### config.mk
export PLATFORM = sky130hd
export DESIGN_NAME = asid_ctrl
export DESIGN_NICKNAME = d
export VERILOG_FILES = /design/src/asid_pkg.sv /design/src/asid_ctrl.sv
export SDC_FILE = /design/constraint.sdc
export NUM_CORES = 1
export LEC_CHECK = 0
export BUFFER_PORTS_ARGS = -buffer_cell sky130_fd_sc_hd__clkbuf_2
export CAP_MARGIN = 5
export CORE_AREA = 2 2 39 41
export DETAILED_ROUTE_END_ITERATION = 10
export DIE_AREA = 0 0 41 43
export PLACE_DENSITY = 0.74
export SYNTH_ARGS = -nofsm -noshare
export SYNTH_HDL_FRONTEND = slang
export SYNTH_SLANG_ARGS = --single-unit
### constraint.sdc
create_clock -name clk_i -period 4.5 [get_ports clk_i]
set_input_delay 0.9 -clock clk_i [delete_from_list [all_inputs] [get_ports clk_i]]
set_output_delay 0.9 -clock clk_i [all_outputs]
set_load 0.03 [all_outputs]
### src/asid_pkg.sv
// Shared types and constants for the address-space identifier allocator.
// Used by asid_ctrl, asid_dp and address_space_id_allocator; no dependencies.
`timescale 1ns / 1ps
`default_nettype none

package asid_pkg;

  // Fixed widths of the item fields on the ports.
  localparam int ID_W    = 10;
  localparam int USERS_W = 16;

  // Item opcodes.
  localparam logic OP_ALLOC   = 1'b0;
  localparam logic OP_RELEASE = 1'b1;

  // Datapath commands issued by the controller, one per cycle.
  typedef enum logic [3:0] {
    CMD_NOP,
    CMD_INIT_STEP,
    CMD_LOAD_IN,
    CMD_ALLOC_PICK,
    CMD_ZERO_RESULT,
    CMD_ALLOC_UPD,
    CMD_ALLOC_LINK,
    CMD_REL_READ,
    CMD_ERR_RESULT,
    CMD_REL_UPD,
    CMD_WALK_ISSUE,
    CMD_WALK_ADV,
    CMD_WALK_UNLINK,
    CMD_PUSH,
    CMD_EMIT
  } asid_cmd_e;

  // Datapath status seen by the controller.
  typedef struct packed {
    logic free_nil;    // free stack is empty
    logic head_nil;    // in-use order is empty
    logic tail_nil;    // in-use order tail is the end marker
    logic sid_bad;     // released identifier is out of range
    logic cnt_zero;    // count just read is zero
    logic cnt_one;     // count just read is one
    logic cur_nil;     // walk pointer reached the end of the order
    logic cur_match;   // walk pointer sits on the released identifier
    logic steps_done;  // walk has visited the maximum number of entries
    logic init_last;   // clearing pass is on its last entry
    logic out_busy;    // output register holds an item that is not taken
  } asid_sts_t;

endpackage

`default_nettype wire

### src/asid_ctrl.sv
// Controller state machine of the identifier allocator.
// Depends on asid_pkg; drives commands into asid_dp and reads its status.
`timescale 1ns / 1ps
`default_nettype none

module asid_ctrl (
  input  wire                      clk_i,
  input  wire                      rst_ni,
  input  wire                      in_valid_i,
  output logic                     in_ready_o,
  input  wire                      opcode_i,
  input  wire asid_pkg::asid_sts_t sts_i,
  output asid_pkg::asid_cmd_e      cmd_o
);
  import asid_pkg::*;

  localparam logic [3:0] S_INIT    = 4'd0;
  localparam logic [3:0] S_IDLE    = 4'd1;
  localparam logic [3:0] S_A_PICK  = 4'd2;
  localparam logic [3:0] S_A_UPD   = 4'd3;
  localparam logic [3:0] S_A_LINK  = 4'd4;
  localparam logic [3:0] S_R_READ  = 4'd5;
  localparam logic [3:0] S_R_UPD   = 4'd6;
  localparam logic [3:0] S_W_ISSUE = 4'd7;
  localparam logic [3:0] S_W_DATA  = 4'd8;
  localparam logic [3:0] S_PUSH    = 4'd9;
  localparam logic [3:0] S_EMIT    = 4'd10;

  logic [3:0] state_q, state_d;

  always_comb begin
    state_d    = state_q;
    cmd_o      = CMD_NOP;
    in_ready_o = 1'b0;
    unique case (state_q)
      S_INIT: begin
        cmd_o = CMD_INIT_STEP;
        if (sts_i.init_last) begin
          state_d = S_IDLE;
        end
      end
      S_IDLE: begin
        in_ready_o = 1'b1;
        if (in_valid_i) begin
          cmd_o   = CMD_LOAD_IN;
          state_d = (opcode_i == OP_RELEASE) ? S_R_READ : S_A_PICK;
        end
      end
      S_A_PICK: begin
        if (sts_i.free_nil && sts_i.head_nil) begin
          cmd_o   = CMD_ZERO_RESULT;
          state_d = S_EMIT;
        end else begin
          cmd_o   = CMD_ALLOC_PICK;
          state_d = S_A_UPD;
        end
      end
      S_A_UPD: begin
        cmd_o   = CMD_ALLOC_UPD;
        state_d = S_A_LINK;
      end
      S_A_LINK: begin
        cmd_o   = CMD_ALLOC_LINK;
        state_d = S_EMIT;
      end
      S_R_READ: begin
        if (sts_i.sid_bad) begin
          cmd_o   = CMD_ERR_RESULT;
          state_d = S_EMIT;
        end else begin
          cmd_o   = CMD_REL_READ;
          state_d = S_R_UPD;
        end
      end
      S_R_UPD: begin
        if (sts_i.cnt_zero) begin
          cmd_o   = CMD_ERR_RESULT;
          state_d = S_EMIT;
        end else begin
          cmd_o   = CMD_REL_UPD;
          state_d = sts_i.cnt_one ? S_W_ISSUE : S_EMIT;
        end
      end
      S_W_ISSUE: begin
        if (sts_i.cur_nil || sts_i.steps_done) begin
          cmd_o   = CMD_PUSH;
          state_d = S_EMIT;
        end else begin
          cmd_o   = CMD_WALK_ISSUE;
          state_d = S_W_DATA;
        end
      end
      S_W_DATA: begin
        if (sts_i.cur_match) begin
          cmd_o   = CMD_WALK_UNLINK;
          state_d = S_PUSH;
        end else begin
          cmd_o   = CMD_WALK_ADV;
          state_d = S_W_ISSUE;
        end
      end
      S_PUSH: begin
        cmd_o   = CMD_PUSH;
        state_d = S_EMIT;
      end
      S_EMIT: begin
        if (!sts_i.out_busy) begin
          cmd_o   = CMD_EMIT;
          state_d = S_IDLE;
        end
      end
      default: begin
        state_d = S_INIT;
      end
    endcase
  end

  always_ff @(posedge clk_i or negedge rst_ni) begin
    if (!rst_ni) begin
      state_q <= S_INIT;
    end else begin
      state_q <= state_d;
    end
  end

endmodule

`default_nettype wire

==> flow_summary.toml, run 1 <==
[run_status]
status = "finished, final reports clean"

[clock_tree]
ctsResizeCount = 0
post_cts_buffers = 0
clock_sinks = 4
cts_buffer_depth = 2
cts_tree = "yes"
postCtsHoldBufs = 0
clock_latency_ps = 230
htreeDepth = 1
cts-root-buf = "clkbuf_4"
cts.clk_slew.worst_paths_ps = 40
cts_buffers = 3

[yosys]
synth_area_sq_um = 566.8
seq_area_frac_synth_pct = 17.66
ys_warn_count = 0
syn_inst = 78
synthXorXnorAreaFrac_pct = 0
synth_fa_ha_area_share_pct = 0
synth.avg_cell_area_sq_um = 7.267
yosys.area_share.simple_pct = 40.62
synth.area.mux_share_pct = 3.532
synth_top_family_by_area = "simple AND/OR/NAND/NOR gates"
synthesis.nets = 93
synth-compound-area-share_pct = 28.26
yosysUniqueCellTypes = 35
ys_ff_latch = 4

[placed_design]
routabilityCongestion = 0.7917
post-dp-hpwl_um = 1066
dp_slack_ps = 1600
io_buffers = 18

[critical_path]
critical_path_buf_inv_count = 2
cp_top_family = "simple AND/OR/NAND/NOR gates"
cp_num_cells = 5
crit_path_frequent_cell = "clkbuf_2"
crit_chain = "clkbuf_2, or2_2, or3_1, o2111ai_1, clkbuf_2"
cp_data_arrival_time_ps = 2000
r2r_setup_slack_ps = 2770
critPathLaunchType = "input port"
cp-end-kind = "output port"
critPathMaxFanout = 2
rr_worst_depth = 4
critPathKind = "input port to output port"
slowest_stage = "or3_1"
cp_slowest_stage_delay_ps = 370
crit_required_ps = 3600

[floorplanning]
core_area_sq_um = 1384
die_h_um = 43
core.rowCount = 14
initial_core_util_pct = 40.96
ios = 20
die_x_um = 41
die-area_sq_um = 1763

[timing]
rsz0062_at_grt = "no"
worstMarginPinSlew_ps = 616.8
finalCritPeriodShare_pct = 64.44
slew_violations = 0
fin_worst_skew_ps = 1.392
slew_headroom_pct = 58.88
fmax_ghz = 0.3448
setup_viol = 0
setup_ws_ps = 1600
finalCriticalPeriod_ps = 2900
hold_viol = 0
final.setup.tns_ps = 0

[job]
drv_cap = 0

[power_and_ir_drop]
vdd_drop_max_uv = 321.9
powerDensity_nw_per_um2 = 710.6
p_leak_nw = 0.2839

[grt]
grt_pass1_wl_um = 2159
grt_pass1_vias = 535
antenna_found_initial = 0
grt_usage_pct = 18.16
grt.overflow.total = 0
grt_max_degree = 21

[drt]
drt-total-wl_um = 1420
routedWlPerCell_um = 13.15
first_pass_iters = 4
drt_iter0_drc = 20
drc = 0
via_per_inst = 5.991
vias = 647
detail-route-antenna-nets = 0

[cells_and_area]
syn_to_final_growth_pct = 15.23
fin_nets = 109
fill_cells = 166
top_regs = "state_q (4)"
largest_register_ffs = 4
drive_gt1_share_pct = 27.17
largest-register = "state_q"
antennaDiodeCount = 0

[hold_path]
min_path_type = "input port to async pin"
-- kinds of logic after synthesis --
group           Yosys count
buf+inv                   9
mux                       2
flops                     4
simple gates             41
compound gates           22
-- final timing paths --
path,startpoint,endpoint
hold reg to reg,state_q[2],state_q[1]
min in group clk_i,state_q[2],state_q[1]
hold / removal,rst_ni,state_q[3]
max in group asynchronous,rst_ni,state_q[0]
setup reg to reg,state_q[2],state_q[3]
setup / recovery,sts_i[2],cmd_o[1]
-- routing by layer --
layer  GRT usage (%)  wire [um]
met5               0          0
met3           3.141         84
met2           26.25        713
met1           24.18        614
met4           10.67          8
-- layout by cell type, fill, tap and decap left out, types with 2 or more instances in the layout --
| cell | instances |
|---|---|
| a21o_1 | 2 |
| nor2_1 | 8 |
| nand3_1 | 4 |
| mux2i_1 | 2 |
| dfrtp_1 | 4 |
| nand2_1 | 7 |
| nand2b_1 | 5 |
| nor2b_1 | 6 |
| or3b_1 | 2 |
| a21oi_1 | 7 |
| or3_1 | 3 |
| clkbuf_4 | 3 |
| clkbuf_2 | 18 |
-- power breakdown --
group | internal [mW] | leakage (nW) | switching, mW
Sequential | 0.0507 | 0.0511 | 0.0647
Combinational | 0.127 | 0.219 | 0.180
Clock | 0.0297 | 0.0138 | 0.0127
-- cells in the mapped netlist --
| cell type | n | area share (%) |
|---|---|---|
| a211oi_2 | 1 | 2.2 |
| a21o_1 | 2 | 2.6 |
| a21oi_1 | 7 | 6.2 |
| a221oi_1 | 1 | 1.5 |
| a2bb2oi_1 | 1 | 1.5 |
| a32o_1 | 1 | 1.8 |
| buf_2 | 4 | 3.5 |
| buf_4 | 2 | 2.6 |
| buf_6 | 1 | 2.0 |
| dfrtp_1 | 4 | 18 |
| inv_1 | 1 | 0.66 |
| inv_4 | 1 | 1.1 |
| mux2i_1 | 2 | 3.5 |
| nand2_1 | 7 | 4.6 |
| nand2b_1 | 5 | 5.5 |
| nand3_1 | 4 | 3.5 |
| nand3b_1 | 1 | 1.3 |
| nor2_1 | 8 | 5.3 |
| nor2b_1 | 6 | 6.6 |
| nor3_1 | 1 | 0.88 |
| nor4_1 | 1 | 1.1 |
| nor4b_1 | 1 | 1.5 |
| nor4b_2 | 1 | 2.6 |
| o2111ai_1 | 1 | 1.5 |
| o211ai_1 | 1 | 1.3 |
| o21ai_0 | 1 | 0.88 |
| o221ai_1 | 1 | 1.5 |
| o22ai_1 | 1 | 1.1 |
| o2bb2ai_1 | 1 | 1.5 |
| o31a_1 | 1 | 1.5 |
| o31ai_1 | 1 | 1.3 |
| o32ai_1 | 1 | 1.5 |
| or2_2 | 1 | 1.1 |
| or3_1 | 3 | 3.3 |
| or3b_1 | 2 | 3.1 |
-- layout make-up --
class	count	area, sq um	area share [%]
clock buffer	3	22.52	3.448
inverter	2	10.01	1.533
multi-input combinational	65	410.4	62.84
sequential	4	100.1	15.33
tap	16	20.02	3.065
timing repair buffer	18	90.09	13.79
-- metrics by stage --
step / area [sq um] / hold slack, ps / utilization (%) / power (mW) / instances
final: 653.1 / 466.1 / 47.20 / 0.4641 / 108
after floorplan: 566.8 / 604.4 / - / 0.3672 / 78
after global routing: 653.1 / 449.5 / 47.20 / 0.5050 / 108
after detailed placement: 630.6 / 706.5 / 45.57 / 0.4201 / 105
after global placement: 630.6 / 704.8 / 45.57 / 0.4105 / 105
after CTS: 653.1 / 458.5 / 47.20 / 0.4650 / 108
Power figures use the tool's default switching activity.
==> run 2, diff against run 1 <==
Clock period 4.5 ns to 2.7 ns, I/O delays scaled along.
==> flow_summary.toml, run 2 (synthesis gave the netlist of run 1 again) <==
[timing]
rsz0062_at_grt = "no"
hold_viol = 0
worstMarginPinSlew_ps = 506.8
final.setup.tns_ps = 0
fmax_ghz = 0.3966
finalCritPeriodShare_pct = 93.40
fin_worst_skew_ps = 1.299
setup_viol = 0
finalCriticalPeriod_ps = 2522
slew_violations = 0
worst_hold_slack_ps = 105.6
slew_headroom_pct = 66.21

[cells_and_area]
drive_gt1_share_pct = 27.96
fin_cells = 109
largest_register_ffs = 4
largest-register = "state_q"
fin_nets = 110
syn_to_final_growth_pct = 16.56
top_regs = "state_q (4)"
final_area_sq_um = 660.6
antennaDiodeCount = 0
final_common_cell = "clkbuf_2"
final_cell_mix = "clkbuf_2 (18), nor2_1 (8), nand2_1 (7), a21oi_1 (7), nor2b_1 (6)"

[drt]
via_per_inst = 5.872
drt-total-wl_um = 1425
drc = 0
first_pass_iters = 4
detail-route-antenna-nets = 0
vias = 640
drt_iter0_drc = 26
routedWlPerCell_um = 13.07

[floorplanning]
ios = 20
core.rowCount = 14
die_h_um = 43
core_area_sq_um = 1384
die-area_sq_um = 1763
initial_core_util_pct = 40.96
die_x_um = 41

[critical_path]
crit_required_ps = 2160
cp_data_arrival_time_ps = 1980
critPathMaxFanout = 14
critPathLaunchType = "flip-flop"
cp-end-kind = "output port"
critPathKind = "flip-flop to output port"

[placed_design]
io_buffers = 18
routabilityCongestion = 0.7822
place_inst = 106
post-dp-hpwl_um = 1098
placed_area_sq_um = 638.1

[clock_tree]
cts_buffer_depth = 2
cts_buffers = 3
ctsResizeCount = 0
post_cts_buffers = 0
clock_latency_ps = 230
htreeDepth = 1
cts-root-buf = "clkbuf_4"
clock_sinks = 4
postCtsHoldBufs = 0
cts.clk_slew.worst_paths_ps = 40
cts_tree = "yes"

[grt]
grt.overflow.total = 0
antenna_found_initial = 0
grt_usage_pct = 19.48
grt_pass1_vias = 588
grt_pass1_wl_um = 2352
grt_max_degree = 18

[hold_path]
min_path_type = "input port to async pin"

[power_and_ir_drop]
p_leak_nw = 0.2890
vdd_drop_max_uv = 500.9
powerDensity_nw_per_um2 = 1186

[run_status]
status = "finished, final reports clean"

[job]
drv_cap = 0
-- run 2: cell types whose count changed in the layout (fill, tap and decap cells not counted), sizes merged --
cell	change
buf	+1
-- run 2: report_power, final --
| part | leakage [nW] | switching, mW | internal [mW] |
|---|---|---|---|
| clock | 0.0138 | 0.0216 | 0.0495 |
| combinational | 0.224 | 0.316 | 0.218 |
| sequential | 0.0511 | 0.0934 | 0.0849 |
-- run 2: final timing paths --
path | startpoint | endpoint | slack, ps | cells past startpoint
min | rst_ni | state_q[1] | 110 | 1
max reg2reg | state_q[2] | state_q[3] | 960 | 4
min in group clk_i | sts_i[0] | state_q[1] | 650 | 3
max | state_q[2] | cmd_o[2] | 180 | 5
max in group asynchronous | rst_ni | state_q[0] | 2480 | 1
min reg2reg | state_q[1] | state_q[3] | 920 | 2
-- run 2: worst max-delay path, stage by stage (launching register included) --
cell	delay, ps
dfrtp_1	600
nand2b_1	330
mux2i_1	140
a221oi_1	360
nand3_1	120
clkbuf_2	200
-- run 2: area by class of cell --
| type | count | area (sq um) |
|---|---|---|
| repair buffers | 19 | 97.59 |
| clock buffers | 3 | 22.52 |
| well taps | 16 | 20.02 |
| multi-input cells | 65 | 410.4 |
| fillers | 151 | 723.2 |
| inverters | 2 | 10.01 |
| flip-flops and latches | 4 | 100.1 |
-- run 2: metal layers --
layer  part of all wire, %  vias to the layer above  GRT usage (%)  wire length [um]
met4                     0                        0          11.33                 0
li1                      -                      319              -                 -
met2                    53                       24          28.75               760
met1                    41                      297          24.84               588
met3                   5.3                        0          4.188                76
met5                     0                        -              0                 0
-- run 2: per-stage QoR --
step / setup WS, ps / power (mW) / util (%)
2_1_floorplan: 661.1 / 0.6120 / -
3_3_place_gp: 482.7 / 0.6936 / 46.11
3_5_place_dp: 411.4 / 0.7122 / 46.11
4_1_cts: 168.4 / 0.7897 / 47.74
5_1_grt: 50.72 / 0.8501 / 47.74
6_report: 178.3 / 0.7834 / 47.74
==> run 3, diff against run 2 <==
Settings changed: ABC_CLOCK_PERIOD_IN_PS set to 2700, CELL_PAD_IN_SITES_DETAIL_PLACEMENT set to 1, CELL_PAD_IN_SITES_GLOBAL_PLACEMENT set to 2, CORE_AREA 2 2 39 41 to not set, CORE_MARGIN set to 2, CORE_UTILIZATION set to 25, DIE_AREA 0 0 41 43 to not set, PLACE_DENSITY 0.74 to 0.79.
==> flow_summary.toml, run 3 (synthesis gave the netlist of run 1 again) <==
[floorplanning]
die_x_um = 51.62
ios = 20
die-area_sq_um = 2664
die_h_um = 51.62
core_area_sq_um = 2170
initial_core_util_pct = 26.12
core.rowCount = 17

[timing]
setup_viol = 0
slew_headroom_pct = 64.94
rsz0062_at_grt = "no"
worstMarginPinSlew_ps = 525.8
finalCriticalPeriod_ps = 2497
slew_violations = 0
final.setup.tns_ps = 0
hold_viol = 0
setup_ws_ps = 202.7
finalCritPeriodShare_pct = 92.49
fin_worst_skew_ps = 0.1631
fmax_ghz = 0.4004

[power_and_ir_drop]
intPower_mw = 0.3538
power_frac_comb_pct = 67.1
p_leak_nw = 0.2876
powerDensity_nw_per_um2 = 1160
vdd_drop_max_uv = 502.0
p_sw_mw = 0.4314
p_sw_share_pct = 54.94
p_total_mw = 0.7851
clkPwrFrac_pct = 9.1
pwr-share-seq_pct = 23.8

[cells_and_area]
antennaDiodeCount = 0
final_area_sq_um = 676.9
largest-register = "state_q"
largest_register_ffs = 4
final_cell_mix = "clkbuf_2 (18), nor2_1 (8), nand2_1 (7), a21oi_1 (7), nor2b_1 (6)"
fin_nets = 110
syn_to_final_growth_pct = 19.43
final_common_cell = "clkbuf_2"
top_regs = "state_q (4)"
final_util_pct = 31.20
drive_gt1_share_pct = 29.03

[critical_path]
crit_required_ps = 2160
critPathKind = "flip-flop to output port"
cp-end-kind = "output port"
critPathMaxFanout = 14
r2r-start = "state_q[1]"
cp_data_arrival_time_ps = 1960
critPathLaunchType = "flip-flop"
crit_chain = "nand2b_1, mux2i_1, a221oi_1, nand3_1, clkbuf_2"
crit_start = "state_q[2]"
slowest_stage = "dfrtp_1"
cp_slowest_stage_delay_ps = 600

[placed_design]
dp_slack_ps = 400.0
io_buffers = 18
post-dp-hpwl_um = 1256
placed_area_sq_um = 653.1
routabilityCongestion = 0.7748

[job]
drv_cap = 0

[grt]
grt_usage_pct = 14.04
grt_pass1_vias = 630
grt_max_degree = 18
grt.overflow.total = 0
grt_pass1_wl_um = 2835
antenna_found_initial = 0

[clock_tree]
htreeDepth = 1
cts_buffer_depth = 2
post_cts_buffers = 0
cts_tree = "yes"
cts-root-buf = "clkbuf_4"
cts_buffers = 3
clock_sinks = 4
cts.clk_slew.worst_paths_ps = 40
clock_latency_ps = 230

[drt]
routedWlPerCell_um = 13.33
vias = 619
drt_iter0_drc = 4
drc = 0
first_pass_iters = 4
detail-route-antenna-nets = 0
via_per_inst = 5.116
drt-total-wl_um = 1613

[run_status]
status = "finished, final reports clean"

[hold_path]
min_path_type = "input port to async pin"
-- run 3: area by class of cell --
type / instances / area [sq um]
Tap cell: 28 / 35.03
Multi-Input combinational cell: 65 / 410.4
Timing Repair Buffer: 19 / 97.59
Sequential cell: 4 / 101.3
Inverter: 2 / 10.01
Clock buffer: 3 / 22.52
Fill cell: 286 / 1493
-- run 3: stage by stage --
stage | hold slack, ps | instances
floorplan | 244.4 | 78
global placement | 345.2 | 118
detailed placement | 345.8 | 118
CTS | 94.12 | 121
global route | 98.25 | 121
finish | 105.1 | 121
-- run 3: power groups by stage --
stage | Clock, mW | Combinational [mW] | Sequential [mW]
final | 0.0715 | 0.527 | 0.187
after detailed placement | 0 | 0.532 | 0.189
after global placement | 0 | 0.527 | 0.188
after global routing | 0.0771 | 0.588 | 0.200
after CTS | 0.0773 | 0.533 | 0.187
after floorplan | 0 | 0.508 | 0.104
-- run 3: final timing paths --
check / end / slack, ps / depth (start not counted)
max in group asynchronous: state_q[3] / 2470 / 1
setup reg to reg: state_q[0] / 870 / 5
min in group clk_i: state_q[1] / 620 / 3
hold reg to reg: state_q[1] / 810 / 2
hold / removal: state_q[1] / 110 / 1
setup / recovery: cmd_o[2] / 200 / 5
-- run 3: metal layers --
metal / vias up / GRT usage, % / share of wire (%)
met5: - / 0 / 0
met3: 0 / 1.724 / 3.2
li1: 317 / - / -
met2: 12 / 21.15 / 48
met4: 0 / 6.579 / 0
met1: 290 / 19.75 / 49
-- run 3: timing repair --
action / in CTS / in global routing
setup endpoints to repair: 0 / 1
resized for setup: 0 / 1
hold buffers: 0 / 0
-- run 3: worst max-delay path: cells and delay by family (launching register included) --
kind	cells	cell delay (ps)
buffers and inverters	1	190
flip-flops	1	600
AND/OR/NAND/NOR	2	450
AO/OA/AOI/OAI	1	350
multiplexers	1	120
